==> src/rtl/core/assert_macros.svh <==
// Assertion macros shared by the guard core modules.
`ifndef ASSERT_MACROS_SVH
`define ASSERT_MACROS_SVH

// Same-cycle implication, clocked on clk, off while rst_n is low.
`define ASSERT_IMPL(label, ante, cons) \
  label: assert property (@(posedge clk) disable iff (!rst_n) (ante) |-> (cons)) \
    else $error("assertion failed");

// Next-cycle implication, clocked on clk, off while rst_n is low.
`define ASSERT_NEXT(label, ante, cons) \
  label: assert property (@(posedge clk) disable iff (!rst_n) (ante) |=> (cons)) \
    else $error("assertion failed");

`endif

==> src/rtl/core/tdog_pkg.sv <==
// Types and constants of the track driver overcurrent guard.
package tdog_pkg;

  // Item kinds carried on in_tuser.
  localparam logic [2:0] FUNC_TICK   = 3'd0;
  localparam logic [2:0] FUNC_SIGNAL = 3'd1;
  localparam logic [2:0] FUNC_BRAKE  = 3'd2;
  localparam logic [2:0] FUNC_POWER  = 3'd3;
  localparam logic [2:0] FUNC_INIT   = 3'd4;

  // Configuration register indexes.
  localparam logic [2:0] REG_SCHEME   = 3'd0;
  localparam logic [2:0] REG_B_IDLE   = 3'd1;
  localparam logic [2:0] REG_EN_MODE  = 3'd2;
  localparam logic [2:0] REG_SL_MODE  = 3'd3;
  localparam logic [2:0] REG_TRIP_MA  = 3'd4;
  localparam logic [2:0] REG_MA_PER   = 3'd5;
  localparam logic [2:0] REG_SMOOTH   = 3'd6;
  localparam logic [2:0] REG_RETRY    = 3'd7;

  // Control schemes.
  localparam logic [1:0] CS_SINGLE = 2'd0;
  localparam logic [1:0] CS_DUAL   = 2'd1;
  localparam logic [1:0] CS_DBE    = 2'd2;

  // Enable / sleep pin modes: idle low, idle high; anything else is unused.
  localparam logic [1:0] PM_IDLE_LOW  = 2'd0;
  localparam logic [1:0] PM_IDLE_HIGH = 2'd1;
  localparam logic [1:0] PM_UNUSED    = 2'd2;

  // Field widths.
  localparam int unsigned FUNC_W   = 3;
  localparam int unsigned ADC_W    = 10;
  localparam int unsigned CUR_W    = 18;
  localparam int unsigned AVG_W    = 18;
  localparam int unsigned MPC_W    = 16;
  localparam int unsigned SMOOTH_W = 9;
  localparam int unsigned RETRY_W  = 16;
  localparam int unsigned CFG_W    = 18;
  localparam int unsigned IN_W     = 16;
  localparam int unsigned OUT_W    = 24;

  // Serial multiply-accumulate widths.
  localparam int unsigned MAC_W = 34;
  localparam int unsigned MPL_W = 16;

  // Q-format positions and rounding constants.
  localparam int unsigned AVG_FRAC = 8;
  localparam int unsigned CUR_FRAC = 16;
  localparam logic [MAC_W-1:0] AVG_ROUND = MAC_W'(128);
  localparam logic [MAC_W-1:0] CUR_ROUND = MAC_W'(32768);
  localparam logic [SMOOTH_W-1:0] SMOOTH_ONE = SMOOTH_W'(256);

  // Control to the serial multiply-accumulate unit.
  typedef struct packed {
    logic start;     // load operands, begin shifting
    logic keep_acc;  // add onto the present sum instead of the init value
  } mac_cmd_t;

endpackage

==> src/rtl/core/tdog_mac.sv <==
// Bit-serial multiply-accumulate unit: one multiplier bit per cycle.
`include "assert_macros.svh"

module tdog_mac (
  input  logic                       clk,
  input  logic                       rst_n,
  input  tdog_pkg::mac_cmd_t         cmd_i,
  input  logic [tdog_pkg::MAC_W-1:0] mcand_i,
  input  logic [tdog_pkg::MPL_W-1:0] mplier_i,
  input  logic [tdog_pkg::MAC_W-1:0] acc_init_i,
  output logic [tdog_pkg::MAC_W-1:0] acc_o,
  output logic                       busy_o
);
  import tdog_pkg::*;

  logic [MAC_W-1:0] mcand_r, mcand_nxt;
  logic [MPL_W-1:0] mplier_r, mplier_nxt;
  logic [MAC_W-1:0] acc_r, acc_nxt;

  assign busy_o = (mplier_r != '0);
  assign acc_o  = acc_r;

  always_comb begin
    mcand_nxt  = mcand_r;
    mplier_nxt = mplier_r;
    acc_nxt    = acc_r;
    if (cmd_i.start) begin
      mcand_nxt  = mcand_i;
      mplier_nxt = mplier_i;
      acc_nxt    = cmd_i.keep_acc ? acc_r : acc_init_i;
    end else if (busy_o) begin
      // add the shifted multiplicand for a set bit, then step one bit
      if (mplier_r[0]) begin
        acc_nxt = acc_r + mcand_r;
      end
      mcand_nxt  = mcand_r << 1;
      mplier_nxt = mplier_r >> 1;
    end
  end

  always_ff @(posedge clk) begin
    if (!rst_n) begin
      mplier_r <= '0;
      mcand_r  <= '0;
      acc_r    <= '0;
    end else begin
      mplier_r <= mplier_nxt;
      mcand_r  <= mcand_nxt;
      acc_r    <= acc_nxt;
    end
  end

  `ASSERT_NEXT(mac_step_shift, busy_o && !cmd_i.start, mplier_r == ($past(mplier_r) >> 1))
  `ASSERT_NEXT(mac_idle_holds, !busy_o && !cmd_i.start, $stable(acc_r))
  `ASSERT_NEXT(mac_start_loads, cmd_i.start, mplier_r == $past(mplier_i))

endmodule

==> src/rtl/core/track_driver_overcurrent_guard_core.sv <==
// Track driver overcurrent guard: pin control and overcurrent trip/retry.
// Each input item is a millisecond tick with a current-sense sample or a
// pin command (signal, brake, power, initialise), selected by in_tuser; each
// yields exactly one result item with the four pin levels, the tripped flag
// and the latest smoothed current in mA. A command goes from ST_IDLE straight
// to ST_PUT, which loads the output register; so does a tick, except every
// SAMPLE_TICKS-th tick, which runs a check: the moving average and the mA
// scaling go through one shared bit-serial multiply-accumulate unit, one
// multiplier bit per cycle, in three passes (new-sample weight, old-average
// weight, mA per count) in ST_MUL_A, ST_MUL_B and ST_MUL_C; each pass ends
// once its multiplier has no set bit left. The block takes one item at a
// time; the result sits in an output register, so a stalled result channel
// does not hold back the next item until its own result is ready.
// Configuration writes are always taken (cfg_ready is tied high) and must
// only be issued while the block is idle; they never re-drive a pin.
`include "assert_macros.svh"

module track_driver_overcurrent_guard_core #(
  parameter int SAMPLE_TICKS = 1  // ticks between checks, 0 acts as 1, up to 1000
) (
  input  logic                        clk,
  input  logic                        rst_n,
  // in_tdata: [0] level, [10:1] adc_sample, [15:11] zero
  input  logic                        in_tvalid,
  output logic                        in_tready,
  input  logic [tdog_pkg::IN_W-1:0]   in_tdata,
  // in_tuser: [2:0] func
  input  logic [tdog_pkg::FUNC_W-1:0] in_tuser,
  // out_tdata: [0] pin_signal_a, [1] pin_signal_b, [2] pin_enable,
  //            [3] pin_sleep, [4] is_tripped, [22:5] current_ma, [23] zero
  output logic                        out_tvalid,
  input  logic                        out_tready,
  output logic [tdog_pkg::OUT_W-1:0]  out_tdata,
  // configuration write channel
  input  logic                        cfg_valid,
  output logic                        cfg_ready,
  input  logic [2:0]                  cfg_index,
  input  logic [tdog_pkg::CFG_W-1:0]  cfg_data
);
  import tdog_pkg::*;

  localparam int PERIOD = (SAMPLE_TICKS < 1) ? 1 : SAMPLE_TICKS;
  localparam int TSC_W  = $clog2(PERIOD + 1);

  localparam logic [2:0] ST_IDLE  = 3'd0;
  localparam logic [2:0] ST_MUL_A = 3'd1;  // sample * weight
  localparam logic [2:0] ST_MUL_B = 3'd2;  // old average * (1 - weight)
  localparam logic [2:0] ST_MUL_C = 3'd3;  // average * mA per count
  localparam logic [2:0] ST_PUT   = 3'd4;  // hand the result to the output register

  // Enable/sleep pin level for a power change; an unused pin holds its level.
  function automatic logic power_pin(input logic on, input logic [1:0] mode,
                                     input logic cur);
    logic res;
    res = cur;
    if (mode inside {PM_IDLE_LOW, PM_IDLE_HIGH}) begin
      res = mode[0] ^ on;
    end
    return res;
  endfunction

  // Configuration registers.
  logic [1:0]          scheme_r;
  logic                b_idle_r;
  logic [1:0]          en_mode_r;
  logic [1:0]          sl_mode_r;
  logic [CUR_W-1:0]    trip_ma_r;
  logic [MPC_W-1:0]    ma_per_r;
  logic [SMOOTH_W-1:0] smooth_r;
  logic [RETRY_W-1:0]  retry_r;

  // Guard state.
  logic [2:0]         state_r, state_nxt;
  logic [AVG_W-1:0]   avg_r, avg_nxt;
  logic [TSC_W-1:0]   tsc_r, tsc_nxt;
  logic [RETRY_W-1:0] tst_r, tst_nxt;
  logic               tripped_r, tripped_nxt;
  logic               power_r, power_nxt;
  logic               pin_a_r, pin_a_nxt;
  logic               pin_b_r, pin_b_nxt;
  logic               pin_en_r, pin_en_nxt;
  logic               pin_sl_r, pin_sl_nxt;
  logic [CUR_W-1:0]   cur_r, cur_nxt;
  logic               out_valid_r, out_valid_nxt;
  logic [OUT_W-1:0]   out_data_r, out_data_nxt;

  // Item decode.
  logic                in_fire;
  logic [FUNC_W-1:0]   func;
  logic                level;
  logic [ADC_W-1:0]    sample;
  logic [1:0]          scheme;
  logic [SMOOTH_W-1:0] s_sat;
  logic [SMOOTH_W-1:0] s_rest;
  logic [TSC_W-1:0]    tsc_inc;
  logic [AVG_W-1:0]    avg_new;
  logic [CUR_W-1:0]    cur_new;

  // Serial unit hookup.
  mac_cmd_t         mac_cmd;
  logic [MAC_W-1:0] mac_mcand;
  logic [MPL_W-1:0] mac_mplier;
  logic [MAC_W-1:0] mac_init;
  logic [MAC_W-1:0] mac_acc;
  logic             mac_busy;

  tdog_mac u_mac (
    .clk        (clk),
    .rst_n      (rst_n),
    .cmd_i      (mac_cmd),
    .mcand_i    (mac_mcand),
    .mplier_i   (mac_mplier),
    .acc_init_i (mac_init),
    .acc_o      (mac_acc),
    .busy_o     (mac_busy)
  );

  assign in_tready  = (state_r == ST_IDLE);
  assign in_fire    = in_tvalid & in_tready;
  assign func       = in_tuser;
  assign level      = in_tdata[0];
  assign sample     = in_tdata[ADC_W:1];
  assign out_tvalid = out_valid_r;
  assign out_tdata  = out_data_r;
  assign cfg_ready  = 1'b1;

  // Scheme three acts as single direction; weight saturates at one.
  assign scheme  = (scheme_r inside {CS_DUAL, CS_DBE}) ? scheme_r : CS_SINGLE;
  assign s_sat   = (smooth_r > SMOOTH_ONE) ? SMOOTH_ONE : smooth_r;
  assign s_rest  = SMOOTH_ONE - s_sat;
  assign tsc_inc = tsc_r + TSC_W'(1);
  // Average is Q10.8 after dropping 8 fraction bits of the weighted sum;
  // current drops the 16 fraction bits of the Q10.8 x Q8.8 product.
  assign avg_new = mac_acc[AVG_FRAC +: AVG_W];
  assign cur_new = mac_acc[CUR_FRAC +: CUR_W];

  always_comb begin
    state_nxt     = state_r;
    avg_nxt       = avg_r;
    tsc_nxt       = tsc_r;
    tst_nxt       = tst_r;
    tripped_nxt   = tripped_r;
    power_nxt     = power_r;
    pin_a_nxt     = pin_a_r;
    pin_b_nxt     = pin_b_r;
    pin_en_nxt    = pin_en_r;
    pin_sl_nxt    = pin_sl_r;
    cur_nxt       = cur_r;
    out_valid_nxt = out_valid_r & ~out_tready;
    out_data_nxt  = out_data_r;
    mac_cmd       = '0;
    mac_mcand     = '0;
    mac_mplier    = '0;
    mac_init      = '0;

    case (state_r)
      ST_IDLE: begin
        if (in_fire) begin
          state_nxt = ST_PUT;
          case (func)
            FUNC_TICK: begin
              if (tst_r != '1) begin
                tst_nxt = tst_r + RETRY_W'(1);
              end
              if (tsc_inc >= TSC_W'(PERIOD)) begin
                // run a check: start with sample * weight, Q10.8 scaled
                tsc_nxt          = '0;
                mac_cmd.start    = 1'b1;
                mac_cmd.keep_acc = 1'b0;
                mac_mcand        = MAC_W'({sample, {AVG_FRAC{1'b0}}});
                mac_mplier       = MPL_W'(s_sat);
                mac_init         = AVG_ROUND;
                state_nxt        = ST_MUL_A;
              end else begin
                tsc_nxt = tsc_inc;
              end
            end
            FUNC_SIGNAL: begin
              pin_a_nxt = level;
              if (scheme == CS_DUAL) begin
                pin_b_nxt = ~level;
              end
            end
            FUNC_BRAKE: begin
              if (scheme == CS_DUAL) begin
                pin_a_nxt = ~level;
                pin_b_nxt = ~level;
              end else if (scheme == CS_DBE) begin
                pin_b_nxt = level ^ b_idle_r;
              end
            end
            FUNC_POWER: begin
              power_nxt  = level;
              pin_en_nxt = power_pin(level, en_mode_r, pin_en_r);
              pin_sl_nxt = power_pin(level, sl_mode_r, pin_sl_r);
            end
            FUNC_INIT: begin
              pin_a_nxt   = 1'b0;
              pin_b_nxt   = (scheme != CS_SINGLE) ? b_idle_r : 1'b0;
              pin_en_nxt  = power_pin(1'b0, en_mode_r, 1'b0);
              pin_sl_nxt  = power_pin(1'b0, sl_mode_r, 1'b0);
              power_nxt   = 1'b0;
              tripped_nxt = 1'b0;
            end
            default: begin
              // unknown kinds change nothing and report the present outputs
            end
          endcase
        end
      end

      ST_MUL_A: begin
        if (!mac_busy) begin
          // add old average * (1 - weight) onto the sum
          mac_cmd.start    = 1'b1;
          mac_cmd.keep_acc = 1'b1;
          mac_mcand        = MAC_W'(avg_r);
          mac_mplier       = MPL_W'(s_rest);
          state_nxt        = ST_MUL_B;
        end
      end

      ST_MUL_B: begin
        if (!mac_busy) begin
          // latch the new average, then scale it to mA
          avg_nxt          = avg_new;
          mac_cmd.start    = 1'b1;
          mac_cmd.keep_acc = 1'b0;
          mac_mcand        = MAC_W'(avg_new);
          mac_mplier       = ma_per_r;
          mac_init         = CUR_ROUND;
          state_nxt        = ST_MUL_C;
        end
      end

      ST_MUL_C: begin
        if (!mac_busy) begin
          cur_nxt   = cur_new;
          state_nxt = ST_PUT;
          if ((cur_new > trip_ma_r) && power_r) begin
            // overcurrent: cut power and restart the retry count
            power_nxt   = 1'b0;
            pin_en_nxt  = power_pin(1'b0, en_mode_r, pin_en_r);
            pin_sl_nxt  = power_pin(1'b0, sl_mode_r, pin_sl_r);
            tripped_nxt = 1'b1;
            tst_nxt     = '0;
          end else if ((cur_new < trip_ma_r) && tripped_r && (tst_r > retry_r)) begin
            // current back below the trigger and the retry time is over
            power_nxt   = 1'b1;
            pin_en_nxt  = power_pin(1'b1, en_mode_r, pin_en_r);
            pin_sl_nxt  = power_pin(1'b1, sl_mode_r, pin_sl_r);
            tripped_nxt = 1'b0;
          end
        end
      end

      ST_PUT: begin
        // hold until the output register is free
        if (!out_valid_r || out_tready) begin
          out_valid_nxt = 1'b1;
          out_data_nxt  = {1'b0, cur_r, tripped_r, pin_sl_r, pin_en_r, pin_b_r, pin_a_r};
          state_nxt     = ST_IDLE;
        end
      end

      default: begin
        state_nxt = ST_IDLE;
      end
    endcase
  end

  always_ff @(posedge clk) begin
    if (!rst_n) begin
      state_r     <= ST_IDLE;
      avg_r       <= '0;
      tsc_r       <= '0;
      tst_r       <= '0;
      tripped_r   <= 1'b0;
      power_r     <= 1'b0;
      pin_a_r     <= 1'b0;
      pin_b_r     <= 1'b0;
      pin_en_r    <= 1'b0;
      pin_sl_r    <= 1'b0;
      cur_r       <= '0;
      out_valid_r <= 1'b0;
    end else begin
      state_r     <= state_nxt;
      avg_r       <= avg_nxt;
      tsc_r       <= tsc_nxt;
      tst_r       <= tst_nxt;
      tripped_r   <= tripped_nxt;
      power_r     <= power_nxt;
      pin_a_r     <= pin_a_nxt;
      pin_b_r     <= pin_b_nxt;
      pin_en_r    <= pin_en_nxt;
      pin_sl_r    <= pin_sl_nxt;
      cur_r       <= cur_nxt;
      out_valid_r <= out_valid_nxt;
    end
    out_data_r <= out_data_nxt;
  end

  // Configuration writes.
  always_ff @(posedge clk) begin
    if (!rst_n) begin
      scheme_r  <= CS_SINGLE;
      b_idle_r  <= 1'b0;
      en_mode_r <= PM_UNUSED;
      sl_mode_r <= PM_UNUSED;
      trip_ma_r <= CUR_W'(2000);
      ma_per_r  <= MPC_W'(2500);
      smooth_r  <= SMOOTH_W'(64);
      retry_r   <= RETRY_W'(10000);
    end else if (cfg_valid && cfg_ready) begin
      case (cfg_index)
        REG_SCHEME:  scheme_r  <= cfg_data[1:0];
        REG_B_IDLE:  b_idle_r  <= cfg_data[0];
        REG_EN_MODE: en_mode_r <= cfg_data[1:0];
        REG_SL_MODE: sl_mode_r <= cfg_data[1:0];
        REG_TRIP_MA: trip_ma_r <= cfg_data[CUR_W-1:0];
        REG_MA_PER:  ma_per_r  <= cfg_data[MPC_W-1:0];
        REG_SMOOTH:  smooth_r  <= cfg_data[SMOOTH_W-1:0];
        REG_RETRY:   retry_r   <= cfg_data[RETRY_W-1:0];
        default: begin
        end
      endcase
    end
  end

  `ASSERT_NEXT(cmd_to_put, in_fire && (func != FUNC_TICK), state_r == ST_PUT)
  `ASSERT_IMPL(mac_quiet_in_idle, state_r == ST_IDLE, !mac_busy)
  `ASSERT_NEXT(check_done_to_put, (state_r == ST_MUL_C) && !mac_busy, state_r == ST_PUT)

endmodule

==> config.mk <==
export PLATFORM = sky130hd
export DESIGN_NAME = track_driver_overcurrent_guard_core
export DESIGN_NICKNAME = d
export VERILOG_FILES = /design/src/rtl/core/tdog_pkg.sv /design/src/rtl/core/tdog_mac.sv /design/src/rtl/core/track_driver_overcurrent_guard_core.sv
export VERILOG_INCLUDE_DIRS = /design/src /design/src/rtl/core
export SDC_FILE = /design/constraint.sdc
export NUM_CORES = 1
export LEC_CHECK = 0
export BUFFER_PORTS_ARGS = -buffer_cell sky130_fd_sc_hd__buf_2
export CAP_MARGIN = 15
export CORE_AREA = 2 2 163 165
export CTS_CLUSTER_DIAMETER = 120
export DETAILED_ROUTE_END_ITERATION = 10
export DIE_AREA = 0 0 165 167
export GPL_ROUTABILITY_DRIVEN = 0
export PLACE_DENSITY = 0.66
export SYNTH_ARGS = -nofsm -noshare
export SYNTH_HDL_FRONTEND = slang
export SYNTH_SLANG_ARGS = --single-unit
==> constraint.sdc <==
create_clock -name clk -period 3.5 [get_ports clk]
set_input_delay 0.175 -clock clk [delete_from_list [all_inputs] [get_ports clk]]
set_output_delay 0.175 -clock clk [all_outputs]
set_load 0.03 [all_outputs]
==> results by group <==
Floorplanning
  – Core area: around 0.026 mm^2
  – Initial core utilization: between 40% and 50%
  – Chip Height: ~170 um
  – I/O pins: 72
  – DIE AREA: 0.0276 mm^2
  – Core Rows: 59
  – Die Wd: roughly 170 um

Clock tree
  – # resized after CTS: 0
  – TritonCTS Buffers: 26
  – Clock Tree Buf Depth: 3
  – Worst-Skew Late Latency: ~0.53 ns
  – # clock sinks: between 200 and 250
  – Clock transition at path regs: around 0.070 ns
  – Clk root buf: clkbuf_16
  – TritonCTS clock tree: done
  – H-tree depth: 1

Run status
  – Status: finished, final reports clean

Worst setup path
  – Reg2reg end: u_mac.acc_o[32]
  – Worst stage delay on the critical path: 0.40 ns
  – FF-to-FF setup slack: just under 0.4 ns
  – CP Launch Type: flop
  – Worst path slowest cell: fa_1
  – Crit path required time: approximately 4 ns
  – Cell mode on critical path: o31ai_2
  – Crit path max-delay family: compound AO/OA/AOI/OAI gates
  – Cell Chain, Critical Path: ha_1 -> fa_1 -> a21oi_1 -> nor2_1 -> o21ai_2 -> o31ai_2 -> a31o_4 -> a2111oi_4 -> o31ai_2 -> a311oi_2 -> xor2_1 -> o21ai_1
  – Crit. path cell count: 12
  – Capture point of the worst path: u_mac.acc_o[32]
  – WP buf/inv: 0
  – Setup crit end kind: flop
  – Reg-to-Reg Start: u_mac.acc_o[0]
  – R2R cell count: 12
  – Setup CP Type: reg2reg
  – Worst Path Max Fanout: 4
  – CP Launch Point: u_mac.acc_o[0]
  – Arr. time, crit path: 3.51 ns

Cells and area
  – Synthesis-to-layout area growth: 16.3%
  – Post-route cell area: about 0.013 mm^2
  – Final Net Count: 1600
  – ANT cells: 0
  – Layout cell share with drive strength beyond 1: 10.4%

Power and ir drop
  – Worst VDD drop: ~0.35 mV
  – Sw frac: between 20% and 30%
  – Sw power: roughly 1.4 mW
  – Leak Pwr: 5.24 nW
  – Clock share of power: roughly 46%
  – Comb pwr share: 7.3%
  – P_int: between 4 and 5 mW
  – Pwr dens: ~450 mW/mm^2
  – Reg power frac: 46.8%

Global route
  – Overflow after GRT: 0
  – Vias in the first global route: 9457
  – Antenna violations before repair: 0
  – First-pass GRT wire length: slightly below 50 mm
  – Pin count of the biggest net entering global routing: 51
  – Total GRT Usage: a little over a fifth

Synthesis
  – Synth warn: 0
  – Main synth FF type: dfxtp_1
  – Yosys cell types: 64
  – EDFF count, synth: 23
  – Seq/Total Area, Yosys: a little over two fifths
  – Synthesized area: 0.0114 mm^2
  – Async S/R FF share, synth: 0%
  – Synthesized net count: about 1500
  – Seq cells post-synth: 235
  – Syn Inst Count: 1402
  – Post-synthesis area per instance: around 8 um^2

Timing
  – Setup TNS: 0 ns
  – Fmax: 321 MHz
  – Max-Slew Margin vs Limit: between 20% and 30%
  – Final Cycle Share: between 80 and 90%
  – RSZ-0062 raised after global routing: false
  – Tmin final: ~3.1 ns
  – Final Hold Viols: 0
  – Slew @ Worst Pin: between 1 and 1.5 ns
  – Clk_skew: between 0.01 and 0.015 ns
  – Final Max Slew Viols: 0
  – Finish-stage setup viols: 0

Drt
  – Via density: about 5.5
  – Post-route ant nets: 0
  – # DRC: 0
  – Wire per inst: ~16 um
  – Drt total wl: 29.8 mm
  – Pre-antenna DRT Iters: 5
  – Via count of the routed design: about 10000
  – Initial DRC Count: 762

Place
  – Dpl hpwl: around 21 mm
  – Post-DP Area: 0.0122 mm^2
  – IO Port Bufs: 64

Hold path
  – Hold crit path type: in2reg

Run
  – Max-cap viol count: 0
-- layer usage --
metal	vias to the layer above	share of wire, %	track usage, %	routed length, um
met5	-	0	0	0
met4	0	2.2	5.48	641
met3	44	5.5	3.39	1630
met2	240	44	33.9	13100
met1	4760	48	30.9	14400
li1	5072	-	-	-
-- power groups by stage --
stage                     Combinational [mW]  Sequential, mW  Clock [mW]
after floorplan                        0.243            2.87           0
after global placement                 0.405            2.85           0
after detailed placement               0.408            2.85           0
after CTS                              0.434            2.79        2.80
after global routing                   0.478            2.80        2.91
final                                  0.436            2.80        2.75
-- through the flow --
| step | utilization [%] | std cells | power (mW) | setup slack [ns] | hold slack [ns] |
|---|---|---|---|---|---|
| 2_1_floorplan | - | 1402 | 3.12 | 0.698 | 0.299 |
| 3_3_place_gp | 47.2 | 1763 | 3.26 | 0.444 | 0.412 |
| 3_5_place_dp | 47.2 | 1763 | 3.26 | 0.428 | 0.418 |
| 4_1_cts | 51.6 | 1839 | 6.02 | 0.381 | 0.00420 |
| 5_1_grt | 51.6 | 1839 | 6.18 | 0.173 | 0.00765 |
| 6_report | 51.6 | 1839 | 5.98 | 0.389 | 0.00776 |
-- worst min-delay path by stage --
stage                start           endpoint  slack (ns)  cells past startpoint
6_report       in_tdata[9]  u_mac.mcand_r[16]       0.008                      3
5_1_grt        in_tdata[9]  u_mac.mcand_r[16]       0.008                      3
4_1_cts        in_tdata[9]  u_mac.mcand_r[16]       0.004                      3
3_5_place_dp       pin_a_r       out_tdata[0]        0.42                      0
3_3_place_gp      cur_r[8]      out_tdata[13]        0.41                      0
2_1_floorplan  cfg_data[1]       en_mode_r[1]        0.30                      2
-- flip-flops by register name, summed over array words and instances (netlist names) --
signal,flops
avg_r,18
b_idle_r,1
cur_r,18
en_mode_r,2
ma_per_r,16
out_tdata,23
out_tvalid,1
pin_a_r,1
pin_b_r,1
pin_en_r,1
pin_sl_r,1
power_r,1
retry_r,16
scheme_r,2
sl_mode_r,2
smooth_r,9
state_r,3
trip_ma_r,18
tripped_r,1
tst_r,16
u_mac.acc_o,34
u_mac.mcand_r,34
u_mac.mplier_r,16
-- tightest hold or removal path, stage by stage --
cell,delay [ns]
buf_2,0.09
a222oi_1,0.11
a21oi_1,0.13
-- synth_stat cells (all sizes together) (24+ instances only) --
master / instances / area [um^2]
nand2: 334 / 1250
inv: 53 / 199
a22oi: 31 / 233
clkbuf: 60 / 225
xnor2: 24 / 210
o21ai: 55 / 279
nand3: 27 / 135
ha: 70 / 876
a21oi: 167 / 836
dfxtp: 212 / 4240
nor2: 96 / 360
-- final cells by class --
type,instances,area [um^2]
Tap cell,335,419
Fill cell,2405,12500
Timing Repair Buffer,122,826
Sequential cell,235,4930
Clock buffer,34,732
Multi-Input combinational cell,1046,6050
Clock inverter,14,138
Inverter,53,201
-- cell usage in the layout (no fill, tap or decap), drive strengths merged, types with 5 or more instances in the layout --
master	n
nor2b	10
nand2b	8
a21o	20
or3	5
a31oi	15
nor4	5
nor3	19
and2	5
inv	54
nor2	96
xnor2	24
a21oi	167
and3	10
xor2	23
nand4	17
clkinv	10
clkbuf	34
buf	94
o21ai	55
dfxtp	212
a222oi	8
mux2i	7
ha	70
o21a	8
a22oi	31
or2	6
a211oi	9
nand2	334
dlygate4sd3	28
nand3	27
edfxtp	23
a221oi	10
o211ai	14
-- logic make-up (layout without fill, tap and decap cells) --
| family | after synthesis | count (layout) | share of synthesized area [%] |
|---|---|---|---|
| buf+inv | 121 | 223 | 4.10 |
| xor+xnor | 47 | 47 | 3.60 |
| other cells | 2 | 2 | 0.0657 |
| flops | 235 | 235 | 43.2 |
| simple gates | 552 | 552 | 20.5 |
| mux | 7 | 7 | 0.613 |
| fa+ha+maj | 71 | 71 | 7.83 |
| compound gates | 367 | 367 | 20.1 |
-- timing repair --
item,in CTS,in global routing
hold buffers,28,0
setup buffers,0,0
endpoints found under the hold margin,72,0
No activity file was read; power rests on OpenSTA's default activity.
